[src/tet_pkg.sv]
// Shared types and constants for the token expiry table.
`timescale 1ns / 1ps
package tet_pkg;

   // Action codes as they arrive on the request channel
   localparam logic [1:0] ACT_GENERATE = 2'd0;
   localparam logic [1:0] ACT_RENEW    = 2'd1;
   localparam logic [1:0] ACT_COUNT    = 2'd2;

   // Status codes returned with every response
   localparam logic [1:0] STATUS_DONE          = 2'd0;
   localparam logic [1:0] STATUS_RENEW_IGNORED = 2'd1;
   localparam logic [1:0] STATUS_TABLE_FULL    = 2'd2;

   // Field widths
   localparam int unsigned ID_W     = 32;
   localparam int unsigned TIME_W   = 32;
   localparam int unsigned EXPIRY_W = 33;
   localparam int unsigned TTL_W    = 16;
   localparam int unsigned LIVE_W   = 5;
   localparam logic [LIVE_W-1:0] LIVE_MAX = '1;
   localparam logic [TTL_W-1:0]  TTL_RESET = 16'd5;

   // Command queue between front and back
   localparam int unsigned QUEUE_DEPTH = 2;
   localparam int unsigned QUEUE_PTR_W = 1;
   localparam int unsigned QUEUE_CNT_W = 2;

   // Decoded operation
   typedef enum logic [1:0] {
      OP_GENERATE = 2'd0,
      OP_RENEW    = 2'd1,
      OP_COUNT    = 2'd2,
      OP_NONE     = 2'd3
   } op_type;

   // One decoded command, key travels separately (its width is a parameter)
   typedef struct packed {
      op_type              op;
      logic [TIME_W-1:0]   now;
      logic [EXPIRY_W-1:0] expiry;
   } cmd_type;

endpackage

[src/tet_ram.sv]
// Generic single-write, single-read RAM with registered read data.
`timescale 1ns / 1ps
module tet_ram #(
   parameter int unsigned WIDTH  = 8,
   parameter int unsigned DEPTH  = 16,
   parameter int unsigned ADDR_W = 4
) (
   input  logic              clock,
   input  logic              wr_en,
   input  logic [ADDR_W-1:0] wr_addr,
   input  logic [WIDTH-1:0]  wr_data,
   input  logic [ADDR_W-1:0] rd_addr,
   output logic [WIDTH-1:0]  rd_data
);

   logic [WIDTH-1:0] mem_ff [DEPTH];
   logic [WIDTH-1:0] rd_data_ff;

   // Write port
   always_ff @(posedge clock) begin
      if (wr_en) begin
         mem_ff[wr_addr] <= wr_data;
      end
   end

   // Registered read port
   always_ff @(posedge clock) begin
      rd_data_ff <= mem_ff[rd_addr];
   end

   assign rd_data = rd_data_ff;

endmodule

[src/tet_front.sv]
// Request front end: accepts beats, decodes the action, queues commands.
`timescale 1ns / 1ps
module tet_front
   import tet_pkg::*;
#(
   parameter int unsigned KEY_BITS = 32
) (
   input  logic                clock,
   input  logic                reset,
   input  logic                req_valid,
   output logic                req_ready,
   input  logic [1:0]          req_action,
   input  logic [ID_W-1:0]     req_token_id,
   input  logic [TIME_W-1:0]   req_now,
   input  logic [TTL_W-1:0]    ttl,
   output logic                cmd_valid,
   input  logic                cmd_ready,
   output cmd_type             cmd,
   output logic [KEY_BITS-1:0] cmd_key
);

   cmd_type             cmd_q_ff [QUEUE_DEPTH];
   logic [KEY_BITS-1:0] key_q_ff [QUEUE_DEPTH];
   logic [QUEUE_PTR_W-1:0] wr_ptr_ff, wr_ptr_in;
   logic [QUEUE_PTR_W-1:0] rd_ptr_ff, rd_ptr_in;
   logic [QUEUE_CNT_W-1:0] count_ff, count_in;

   cmd_type new_cmd;
   logic    push;
   logic    pop;

   // Decode the action and form the new expiry
   always_comb begin
      new_cmd.now    = req_now;
      new_cmd.expiry = {1'b0, req_now} + EXPIRY_W'(ttl);
      unique case (req_action)
         ACT_GENERATE: new_cmd.op = OP_GENERATE;
         ACT_RENEW:    new_cmd.op = OP_RENEW;
         ACT_COUNT:    new_cmd.op = OP_COUNT;
         default:      new_cmd.op = OP_NONE;
      endcase
   end

   assign req_ready = (count_ff != QUEUE_CNT_W'(QUEUE_DEPTH));
   assign push      = req_valid && req_ready;
   assign cmd_valid = (count_ff != '0);
   assign pop       = cmd_valid && cmd_ready;
   assign cmd       = cmd_q_ff[rd_ptr_ff];
   assign cmd_key   = key_q_ff[rd_ptr_ff];

   // Queue pointers
   always_comb begin
      wr_ptr_in = push ? wr_ptr_ff + 1'b1 : wr_ptr_ff;
      rd_ptr_in = pop  ? rd_ptr_ff + 1'b1 : rd_ptr_ff;
      count_in  = count_ff;
      if (push && !pop) begin
         count_in = count_ff + 1'b1;
      end else if (pop && !push) begin
         count_in = count_ff - 1'b1;
      end
   end

   always_ff @(posedge clock) begin
      if (reset) begin
         wr_ptr_ff <= '0;
         rd_ptr_ff <= '0;
         count_ff  <= '0;
      end else begin
         wr_ptr_ff <= wr_ptr_in;
         rd_ptr_ff <= rd_ptr_in;
         count_ff  <= count_in;
      end
   end

   // Queue storage
   always_ff @(posedge clock) begin
      if (push) begin
         cmd_q_ff[wr_ptr_ff] <= new_cmd;
         key_q_ff[wr_ptr_ff] <= KEY_BITS'(req_token_id);
      end
   end

endmodule

[src/tet_back.sv]
// Table engine: scans all entries with one comparator, updates, responds.
`timescale 1ns / 1ps
module tet_back
   import tet_pkg::*;
#(
   parameter int unsigned DEPTH    = 16,
   parameter int unsigned KEY_BITS = 32
) (
   input  logic                clock,
   input  logic                reset,
   input  logic                cmd_valid,
   output logic                cmd_ready,
   input  cmd_type             cmd,
   input  logic [KEY_BITS-1:0] cmd_key,
   output logic                rsp_valid,
   input  logic                rsp_ready,
   output logic [LIVE_W-1:0]   rsp_live_count,
   output logic [1:0]          rsp_status
);

   localparam int unsigned IDX_W   = (DEPTH > 1) ? $clog2(DEPTH) : 1;
   localparam int unsigned ENTRY_W = KEY_BITS + EXPIRY_W;
   localparam logic [IDX_W-1:0] LAST_IDX = IDX_W'(DEPTH - 1);

   typedef enum logic [3:0] {
      ST_IDLE   = 4'b0001,
      ST_SCAN   = 4'b0010,
      ST_DRAIN  = 4'b0100,
      ST_UPDATE = 4'b1000
   } state_type;

   state_type state_ff, state_in;

   // Current command
   cmd_type             cmd_ff, cmd_in;
   logic [KEY_BITS-1:0] key_ff, key_in;

   // Scan pointer and compare stage
   logic [IDX_W-1:0] scan_ff, scan_in;
   logic             cmp_vld_ff, cmp_vld_in;
   logic [IDX_W-1:0] cmp_idx_ff, cmp_idx_in;

   // Scan results
   logic             found_ff, found_in;
   logic [IDX_W-1:0] match_idx_ff, match_idx_in;
   logic             match_live_ff, match_live_in;
   logic             free_found_ff, free_found_in;
   logic [IDX_W-1:0] free_idx_ff, free_idx_in;
   logic [LIVE_W-1:0] live_cnt_ff, live_cnt_in;

   // Entry valid bits
   logic [DEPTH-1:0] valid_ff, valid_in;

   // Response register
   logic              rsp_valid_ff, rsp_valid_in;
   logic [LIVE_W-1:0] rsp_live_ff, rsp_live_in;
   logic [1:0]        rsp_status_ff, rsp_status_in;

   // RAM ports
   logic               wr_en;
   logic [IDX_W-1:0]   wr_addr;
   logic [ENTRY_W-1:0] wr_data;
   logic [ENTRY_W-1:0] rd_data;
   logic [KEY_BITS-1:0] rd_key;
   logic [EXPIRY_W-1:0] rd_expiry;

   logic ent_valid;
   logic ent_hit;
   logic ent_live;
   logic out_free;

   tet_ram #(
      .WIDTH  (ENTRY_W),
      .DEPTH  (DEPTH),
      .ADDR_W (IDX_W)
   ) u_entry_ram (
      .clock   (clock),
      .wr_en   (wr_en),
      .wr_addr (wr_addr),
      .wr_data (wr_data),
      .rd_addr (scan_ff),
      .rd_data (rd_data)
   );

   assign rd_key    = rd_data[KEY_BITS-1:0];
   assign rd_expiry = rd_data[ENTRY_W-1:KEY_BITS];

   // One entry compared per cycle
   assign ent_valid = valid_ff[cmp_idx_ff];
   assign ent_hit   = ent_valid && (rd_key == key_ff);
   assign ent_live  = ent_valid && (rd_expiry > {1'b0, cmd_ff.now});

   assign out_free  = !rsp_valid_ff || rsp_ready;
   assign cmd_ready = (state_ff == ST_IDLE);
   assign wr_data   = {cmd_ff.expiry, key_ff};

   always_comb begin
      state_in      = state_ff;
      cmd_in        = cmd_ff;
      key_in        = key_ff;
      scan_in       = scan_ff;
      cmp_vld_in    = 1'b0;
      cmp_idx_in    = scan_ff;
      found_in      = found_ff;
      match_idx_in  = match_idx_ff;
      match_live_in = match_live_ff;
      free_found_in = free_found_ff;
      free_idx_in   = free_idx_ff;
      live_cnt_in   = live_cnt_ff;
      valid_in      = valid_ff;
      rsp_valid_in  = rsp_valid_ff && !rsp_ready;
      rsp_live_in   = rsp_live_ff;
      rsp_status_in = rsp_status_ff;
      wr_en         = 1'b0;
      wr_addr       = match_idx_ff;

      // Fold in the entry read last cycle
      if (cmp_vld_ff) begin
         if (ent_hit && !found_ff) begin
            found_in      = 1'b1;
            match_idx_in  = cmp_idx_ff;
            match_live_in = ent_live;
         end
         if (!ent_live && !free_found_ff) begin
            free_found_in = 1'b1;
            free_idx_in   = cmp_idx_ff;
         end
         if (cmd_ff.op == OP_COUNT) begin
            if (ent_live) begin
               if (live_cnt_ff != LIVE_MAX) begin
                  live_cnt_in = live_cnt_ff + 1'b1;
               end
            end else begin
               valid_in[cmp_idx_ff] = 1'b0;
            end
         end
      end

      unique case (state_ff)
         ST_IDLE: begin
            if (cmd_valid) begin
               cmd_in        = cmd;
               key_in        = cmd_key;
               scan_in       = '0;
               found_in      = 1'b0;
               free_found_in = 1'b0;
               match_live_in = 1'b0;
               live_cnt_in   = '0;
               state_in      = ST_SCAN;
            end
         end
         ST_SCAN: begin
            cmp_vld_in = 1'b1;
            if (scan_ff == LAST_IDX) begin
               state_in = ST_DRAIN;
            end else begin
               scan_in = scan_ff + 1'b1;
            end
         end
         ST_DRAIN: begin
            state_in = ST_UPDATE;
         end
         ST_UPDATE: begin
            if (out_free) begin
               rsp_valid_in  = 1'b1;
               rsp_live_in   = '0;
               rsp_status_in = STATUS_DONE;
               case (cmd_ff.op)
                  OP_GENERATE: begin
                     if (found_ff) begin
                        wr_en = 1'b1;
                        wr_addr = match_idx_ff;
                     end else if (free_found_ff) begin
                        wr_en = 1'b1;
                        wr_addr = free_idx_ff;
                     end else begin
                        rsp_status_in = STATUS_TABLE_FULL;
                     end
                     if (wr_en) begin
                        valid_in[wr_addr] = 1'b1;
                     end
                  end
                  OP_RENEW: begin
                     if (found_ff && match_live_ff) begin
                        wr_en   = 1'b1;
                        wr_addr = match_idx_ff;
                     end else begin
                        rsp_status_in = STATUS_RENEW_IGNORED;
                     end
                  end
                  OP_COUNT: begin
                     rsp_live_in = live_cnt_ff;
                  end
                  default: begin
                  end
               endcase
               state_in = ST_IDLE;
            end
         end
         default: begin
            state_in = ST_IDLE;
         end
      endcase
   end

   // Control state
   always_ff @(posedge clock) begin
      if (reset) begin
         state_ff      <= ST_IDLE;
         cmp_vld_ff    <= 1'b0;
         found_ff      <= 1'b0;
         match_live_ff <= 1'b0;
         free_found_ff <= 1'b0;
         live_cnt_ff   <= '0;
         valid_ff      <= '0;
         rsp_valid_ff  <= 1'b0;
         scan_ff       <= '0;
      end else begin
         state_ff      <= state_in;
         cmp_vld_ff    <= cmp_vld_in;
         found_ff      <= found_in;
         match_live_ff <= match_live_in;
         free_found_ff <= free_found_in;
         live_cnt_ff   <= live_cnt_in;
         valid_ff      <= valid_in;
         rsp_valid_ff  <= rsp_valid_in;
         scan_ff       <= scan_in;
      end
   end

   // Payload registers
   always_ff @(posedge clock) begin
      cmd_ff        <= cmd_in;
      key_ff        <= key_in;
      cmp_idx_ff    <= cmp_idx_in;
      match_idx_ff  <= match_idx_in;
      free_idx_ff   <= free_idx_in;
      rsp_live_ff   <= rsp_live_in;
      rsp_status_ff <= rsp_status_in;
   end

   assign rsp_valid      = rsp_valid_ff;
   assign rsp_live_count = rsp_live_ff;
   assign rsp_status     = rsp_status_ff;

endmodule

[src/token_expiry_table_core.sv]
// Token expiry table: top level with the ttl register, front end and engine.
//
// Usage:
//   Requests arrive as req_ beats: req_tuser carries the action (generate,
//   renew, count), req_tdata carries the token id and the current time.
//   Every request produces exactly one rsp_ beat with the live count in
//   rsp_tdata and a status code in rsp_tuser.
//   csr_we / csr_wdata write the 16-bit ttl register (reset value 5); write
//   it only while no request is outstanding.
// Operation:
//   The engine starts each request, does one entry RAM read per cycle
//   through a single comparator, drains the last read, then updates and
//   responds. A two-beat queue in front takes requests while the engine
//   works and drops req_tready once it is full.
// Reset:
//   Synchronous, active high; the table comes up empty (all entries free),
//   the queue and response register empty, ttl at 5. No clearing pass.
// Back pressure:
//   A response waits in its register while rsp_tready is low; the engine
//   holds its next update until it is taken, then the queue fills up.
`timescale 1ns / 1ps
module token_expiry_table_core
   import tet_pkg::*;
#(
   parameter int unsigned DEPTH    = 16,
   parameter int unsigned KEY_BITS = 32
) (
   input  logic             clock,
   input  logic             reset,
   // Configuration
   input  logic             csr_we,
   input  logic [TTL_W-1:0] csr_wdata,
   // Request channel
   input  logic             req_tvalid,
   output logic             req_tready,
   input  logic [63:0]      req_tdata,   // [31:0] token_id, [63:32] now
   input  logic [1:0]       req_tuser,   // [1:0] action
   // Response channel
   output logic             rsp_tvalid,
   input  logic             rsp_tready,
   output logic [7:0]       rsp_tdata,   // [4:0] live_count, [7:5] zero
   output logic [1:0]       rsp_tuser    // [1:0] status
);

   logic [TTL_W-1:0]    ttl_ff;
   logic                cmd_valid;
   logic                cmd_ready;
   cmd_type             cmd;
   logic [KEY_BITS-1:0] cmd_key;
   logic [LIVE_W-1:0]   live_count;

   // ttl register
   always_ff @(posedge clock) begin
      if (reset) begin
         ttl_ff <= TTL_RESET;
      end else if (csr_we) begin
         ttl_ff <= csr_wdata;
      end
   end

   tet_front #(
      .KEY_BITS (KEY_BITS)
   ) u_front (
      .clock        (clock),
      .reset        (reset),
      .req_valid    (req_tvalid),
      .req_ready    (req_tready),
      .req_action   (req_tuser),
      .req_token_id (req_tdata[ID_W-1:0]),
      .req_now      (req_tdata[ID_W+TIME_W-1:ID_W]),
      .ttl          (ttl_ff),
      .cmd_valid    (cmd_valid),
      .cmd_ready    (cmd_ready),
      .cmd          (cmd),
      .cmd_key      (cmd_key)
   );

   tet_back #(
      .DEPTH    (DEPTH),
      .KEY_BITS (KEY_BITS)
   ) u_back (
      .clock          (clock),
      .reset          (reset),
      .cmd_valid      (cmd_valid),
      .cmd_ready      (cmd_ready),
      .cmd            (cmd),
      .cmd_key        (cmd_key),
      .rsp_valid      (rsp_tvalid),
      .rsp_ready      (rsp_tready),
      .rsp_live_count (live_count),
      .rsp_status     (rsp_tuser)
   );

   assign rsp_tdata = {3'b000, live_count};

endmodule

[config.mk]
export PLATFORM = sky130hd
export DESIGN_NAME = token_expiry_table_core
export DESIGN_NICKNAME = d
export VERILOG_FILES = /design/src/tet_pkg.sv /design/src/tet_ram.sv /design/src/tet_front.sv /design/src/tet_back.sv /design/src/token_expiry_table_core.sv
export SDC_FILE = /design/constraint.sdc
export NUM_CORES = 1
export LEC_CHECK = 0
export BUFFER_PORTS_ARGS = -buffer_cell sky130_fd_sc_hd__buf_2
export CAP_MARGIN = 30
export CORE_MARGIN = 2
export CORE_UTILIZATION = 40
export CTS_BUF_LIST = sky130_fd_sc_hd__clkbuf_4 sky130_fd_sc_hd__clkbuf_8 sky130_fd_sc_hd__clkbuf_16
export DETAILED_ROUTE_END_ITERATION = 6
export GPL_TIMING_DRIVEN = 1
export PLACE_DENSITY_LB_ADDON = 0.25
export SETUP_SLACK_MARGIN = 0.3
export SLEW_MARGIN = 20
export SYNTH_ARGS = -nofsm -noshare
export SYNTH_HDL_FRONTEND = slang
export SYNTH_HIERARCHICAL = 1
export SYNTH_SLANG_ARGS = --single-unit
export TNS_END_PERCENT = 10
[constraint.sdc]
create_clock -name clock -period 8.6 [get_ports clock]
set_input_delay 0.43 -clock clock [delete_from_list [all_inputs] [get_ports clock]]
set_output_delay 0.43 -clock clock [all_outputs]
set_load 0.01 [all_outputs]
==> summary.md <==
| Metric | Value |
|---|---|
| Outcome | finished with violations |
| Failing checks | design-rule violations |
| Clock Tree Root | clkbuf_16 |
| Inserted Diodes | 0 |
| Post-synth top cells | edfxtp_1, mux4_2, a22oi_1 |
| CP startpoint kind | flip-flop |
| Leakage | 20.7 nW |
| Peak supply drop | 0.000161 V |
| Row cnt | 137 |
| Die ar. | 143000 µm² |
| Clock tree buffer depth | 3 |
| Post_cts resized | 0 |
| Clk sinks | 1476 |
| Cells on worst reg2reg path | 7 |
| Hold Path Class | in -> reg |
| Ys Warns | 6 |
| Post-synth EDFFs | 1352 |
| Pwr/cell area | 277 nW/µm² |
| DR vias/cell | 5.33 |
| GRT Overall Usage | 17.1% |
| Clock skew | 24.1 ps |
| Yosys top cell area share | 72.6% |
| Fillcell total | 11700 |
| Max-slew headroom | 35.4% |
| Ys flop type | edfxtp_1 |
| Overflow after GRT | 0 |
| DR WL/cell | 24.1 µm |
| Fin. max-slew vios | 0 |
| Worst-Skew Late Latency | 780 ps |
| Synthesized area | 55900 µm² |
| H-tree levels | 4 |
| Final period utilization | 55.3% |
| CP max FO | 43 |
| RSZ-0062 raised after global routing | false |
| Worst path most repeated cell | nand2_1 |
| Final min period | 4760 ps |
| Post-DP HPWL | 67.5 mm |
| Min Hold Slack | 112 ps |
| Post-Route Setup TNS | 0 ps |
| Setup Buffers After CTS | 0 |
| IO Pins | 99 |
| Initial antenna violation count | 6 |
| Final Setup Violations | 0 |
| Remaining antenna violation count | 0 |
| Worst-margin pin slew | 969 ps |
| Ys async rst share | 0% |
| WP data required | 8990 ps |
| R2R Path Start | u_back/state_ff[3] |
| Critical Path, Cell by Cell | nor4b_2 -> nand2_1 -> or3_1 -> o21ai_0 -> nand2_1 -> nor2_4 -> buf_4 |
| Non-Filler Instances | 4996 |
| FF-to-FF End | u_back/u_entry_ram/mem_ff[11][7] |
| MaxCap Viol Count | 0 |
| Synthesized area per cell | 20.5 µm² |
| Core Util, Final | 46.4% |
| Worst EP arrival | 5150 ps |
| IO Port Bufs | 95 |
| Core Box Area | 139000 µm² |
| Largest net degree at the start of global routing | 99 |
| Hold Crit Start | req_tvalid |
| Ranking of synthesized cells by area | edfxtp_1, mux4_2, dfxtp_1 |
| Vias in the first global route | 28100 |
| Yosys reg bits | 1476 |
| Initial drt markers | 2052 |
| DR vias | 26600 |
| Final hold violation count | 0 |
| Die X-Extent | 378 µm |
| Sequential-to-total area share from yosys stat | 77.1% |
| Slowest cell on the critical path | nor2_4 |
| Crit path kind | reg -> reg |
| Library cells used by synthesis | 75 |
| Clock transition at path regs | 60 ps |
| Largest stage delay, worst path | 850 ps |
| Post-Route WL | 121 mm |
| CTS Buf Count | 151 |
| Hold Path End | u_front/wr_ptr_ff |
| Drt first pass iters | 7 |
| RePlAce Congestion | 0.780 |
| WHS Path Cells | 4 |
| Largest area contributor in the netlist | edfxtp_1 |
| Area grow syn2layout | 15.5% |
| Placed cells | 4631 |
| Critical Path End Type | flip-flop |
| Synth Instances | 2730 |
| Most frequent cell after synthesis | edfxtp_1 |
| Drt drc | 3 |
| Die Ht | 378 µm |
| Final net count | 3133 |
| CTS tree | built |
| Max Freq | 210 MHz |
| Layout cells sized above 1 | 25.7% |
| First-pass GRT wire length | 181 mm |
| Reg-to-reg slack, setup | 3840 ps |
| Initial Utilization | 40.2% |
| Total power | 17.9 mW |
## through the flow
step / worst slack [ps] / area, µm²
final: 3840 / 64600
after global routing: 3590 / 64600
after CTS: 3870 / 64500
after detailed placement: 3890 / 58600
after global placement: 3940 / 58500
after floorplan: 1770 / 55900
## logic make-up after synthesis
logic type	share of synthesized area [%]
AO/OA/AOI/OAI	3.44
XOR/XNOR	1.00
adder cells (fa/ha/maj)	1.18
buffers and inverters	1.58
flip-flops	77.1
multiplexers	13.1
other	0.00671
AND/OR/NAND/NOR	2.68
## where the power goes
part / internal, mW / switching, mW
registers: 9.15 / 0.809
clock network: 3.82 / 2.75
logic: 0.560 / 0.786
## cell usage in the layout, fill, tap and decap left out, types with 57 or more instances in the layout
cell           Yosys  routed
dlygate4sd3_1      0      83
mux2_2           100     100
dfxtp_1          124     121
nand2_1          123     123
a22oi_1          131     131
nor2_1            71      57
clkbuf_16          1     154
mux4_2           261     261
buf_2             26      95
edfxtp_1        1352    1352
## flip-flops by register name, indices dropped and copies added (netlist names), 5 cells and up, named ones only
signal                      flops
u_back/u_entry_ram/rd_data     65
u_back/valid_ff                16
u_back/key_ff                  32
u_back/u_entry_ram/mem_ff    1040
u_front/key_q_ff               64
u_back/cmd_ff                  67
ttl_ff                         16
u_back/rsp_live_count           5
u_back/live_cnt_ff              5
u_front/cmd_q_ff              134
## area by class of cell
cell class                 count  area (µm²)  area share, %
inverter                      52         198          0.306
tap                         1876        2350           3.63
clock inverter                84         807           1.25
clock buffer                 195        4240           6.57
multi-input combinational   1089       12100           18.7
timing repair buffer         224        1790           2.77
sequential                  1476       43100           66.7
## how the worst max path moves through the flow
stage / startpoint / slack, ps / cells after the start / end
final: u_back/state_ff[3] / 3840 / 7 / u_back/u_entry_ram/mem_ff[11][7]
after global routing: u_back/state_ff[3] / 3590 / 7 / u_back/u_entry_ram/mem_ff[11][3]
after CTS: u_back/state_ff[2] / 3870 / 7 / u_back/u_entry_ram/mem_ff[11][1]
after detailed placement: u_back/state_ff[2] / 3890 / 7 / u_back/u_entry_ram/mem_ff[11][9]
after global placement: u_back/state_ff[2] / 3940 / 7 / u_back/u_entry_ram/mem_ff[14][7]
after floorplan: u_back/state_ff[2] / 1770 / 8 / u_back/u_entry_ram/mem_ff[0][0]
## what timing repair did
| item | 4_1_cts | 5_1_grt |
|---|---|---|
| setup endpoints to repair | 0 | 0 |
| endpoints found under the hold margin | 159 | 0 |
| hold buffers | 83 | 0 |
## worst max-delay path: cells and delay by family, from the launching register on
family,cells,cell delay (ps)
AOI/OAI and AO/OA,1,790
and+or+nand+nor,5,2250
DFF,1,440
buffers and inverters,1,800
## metal layers
layer / GRT usage, % / wire (µm) / vias to the layer above
met5: 0 / 8 / -
met4: 5.03 / 2480 / 2
met3: 2.85 / 5780 / 188
met2: 29.0 / 60500 / 723
met1: 22.8 / 51900 / 14000
li1: - / - / 11700
Note: power is estimated with default switching activity, not from simulation.
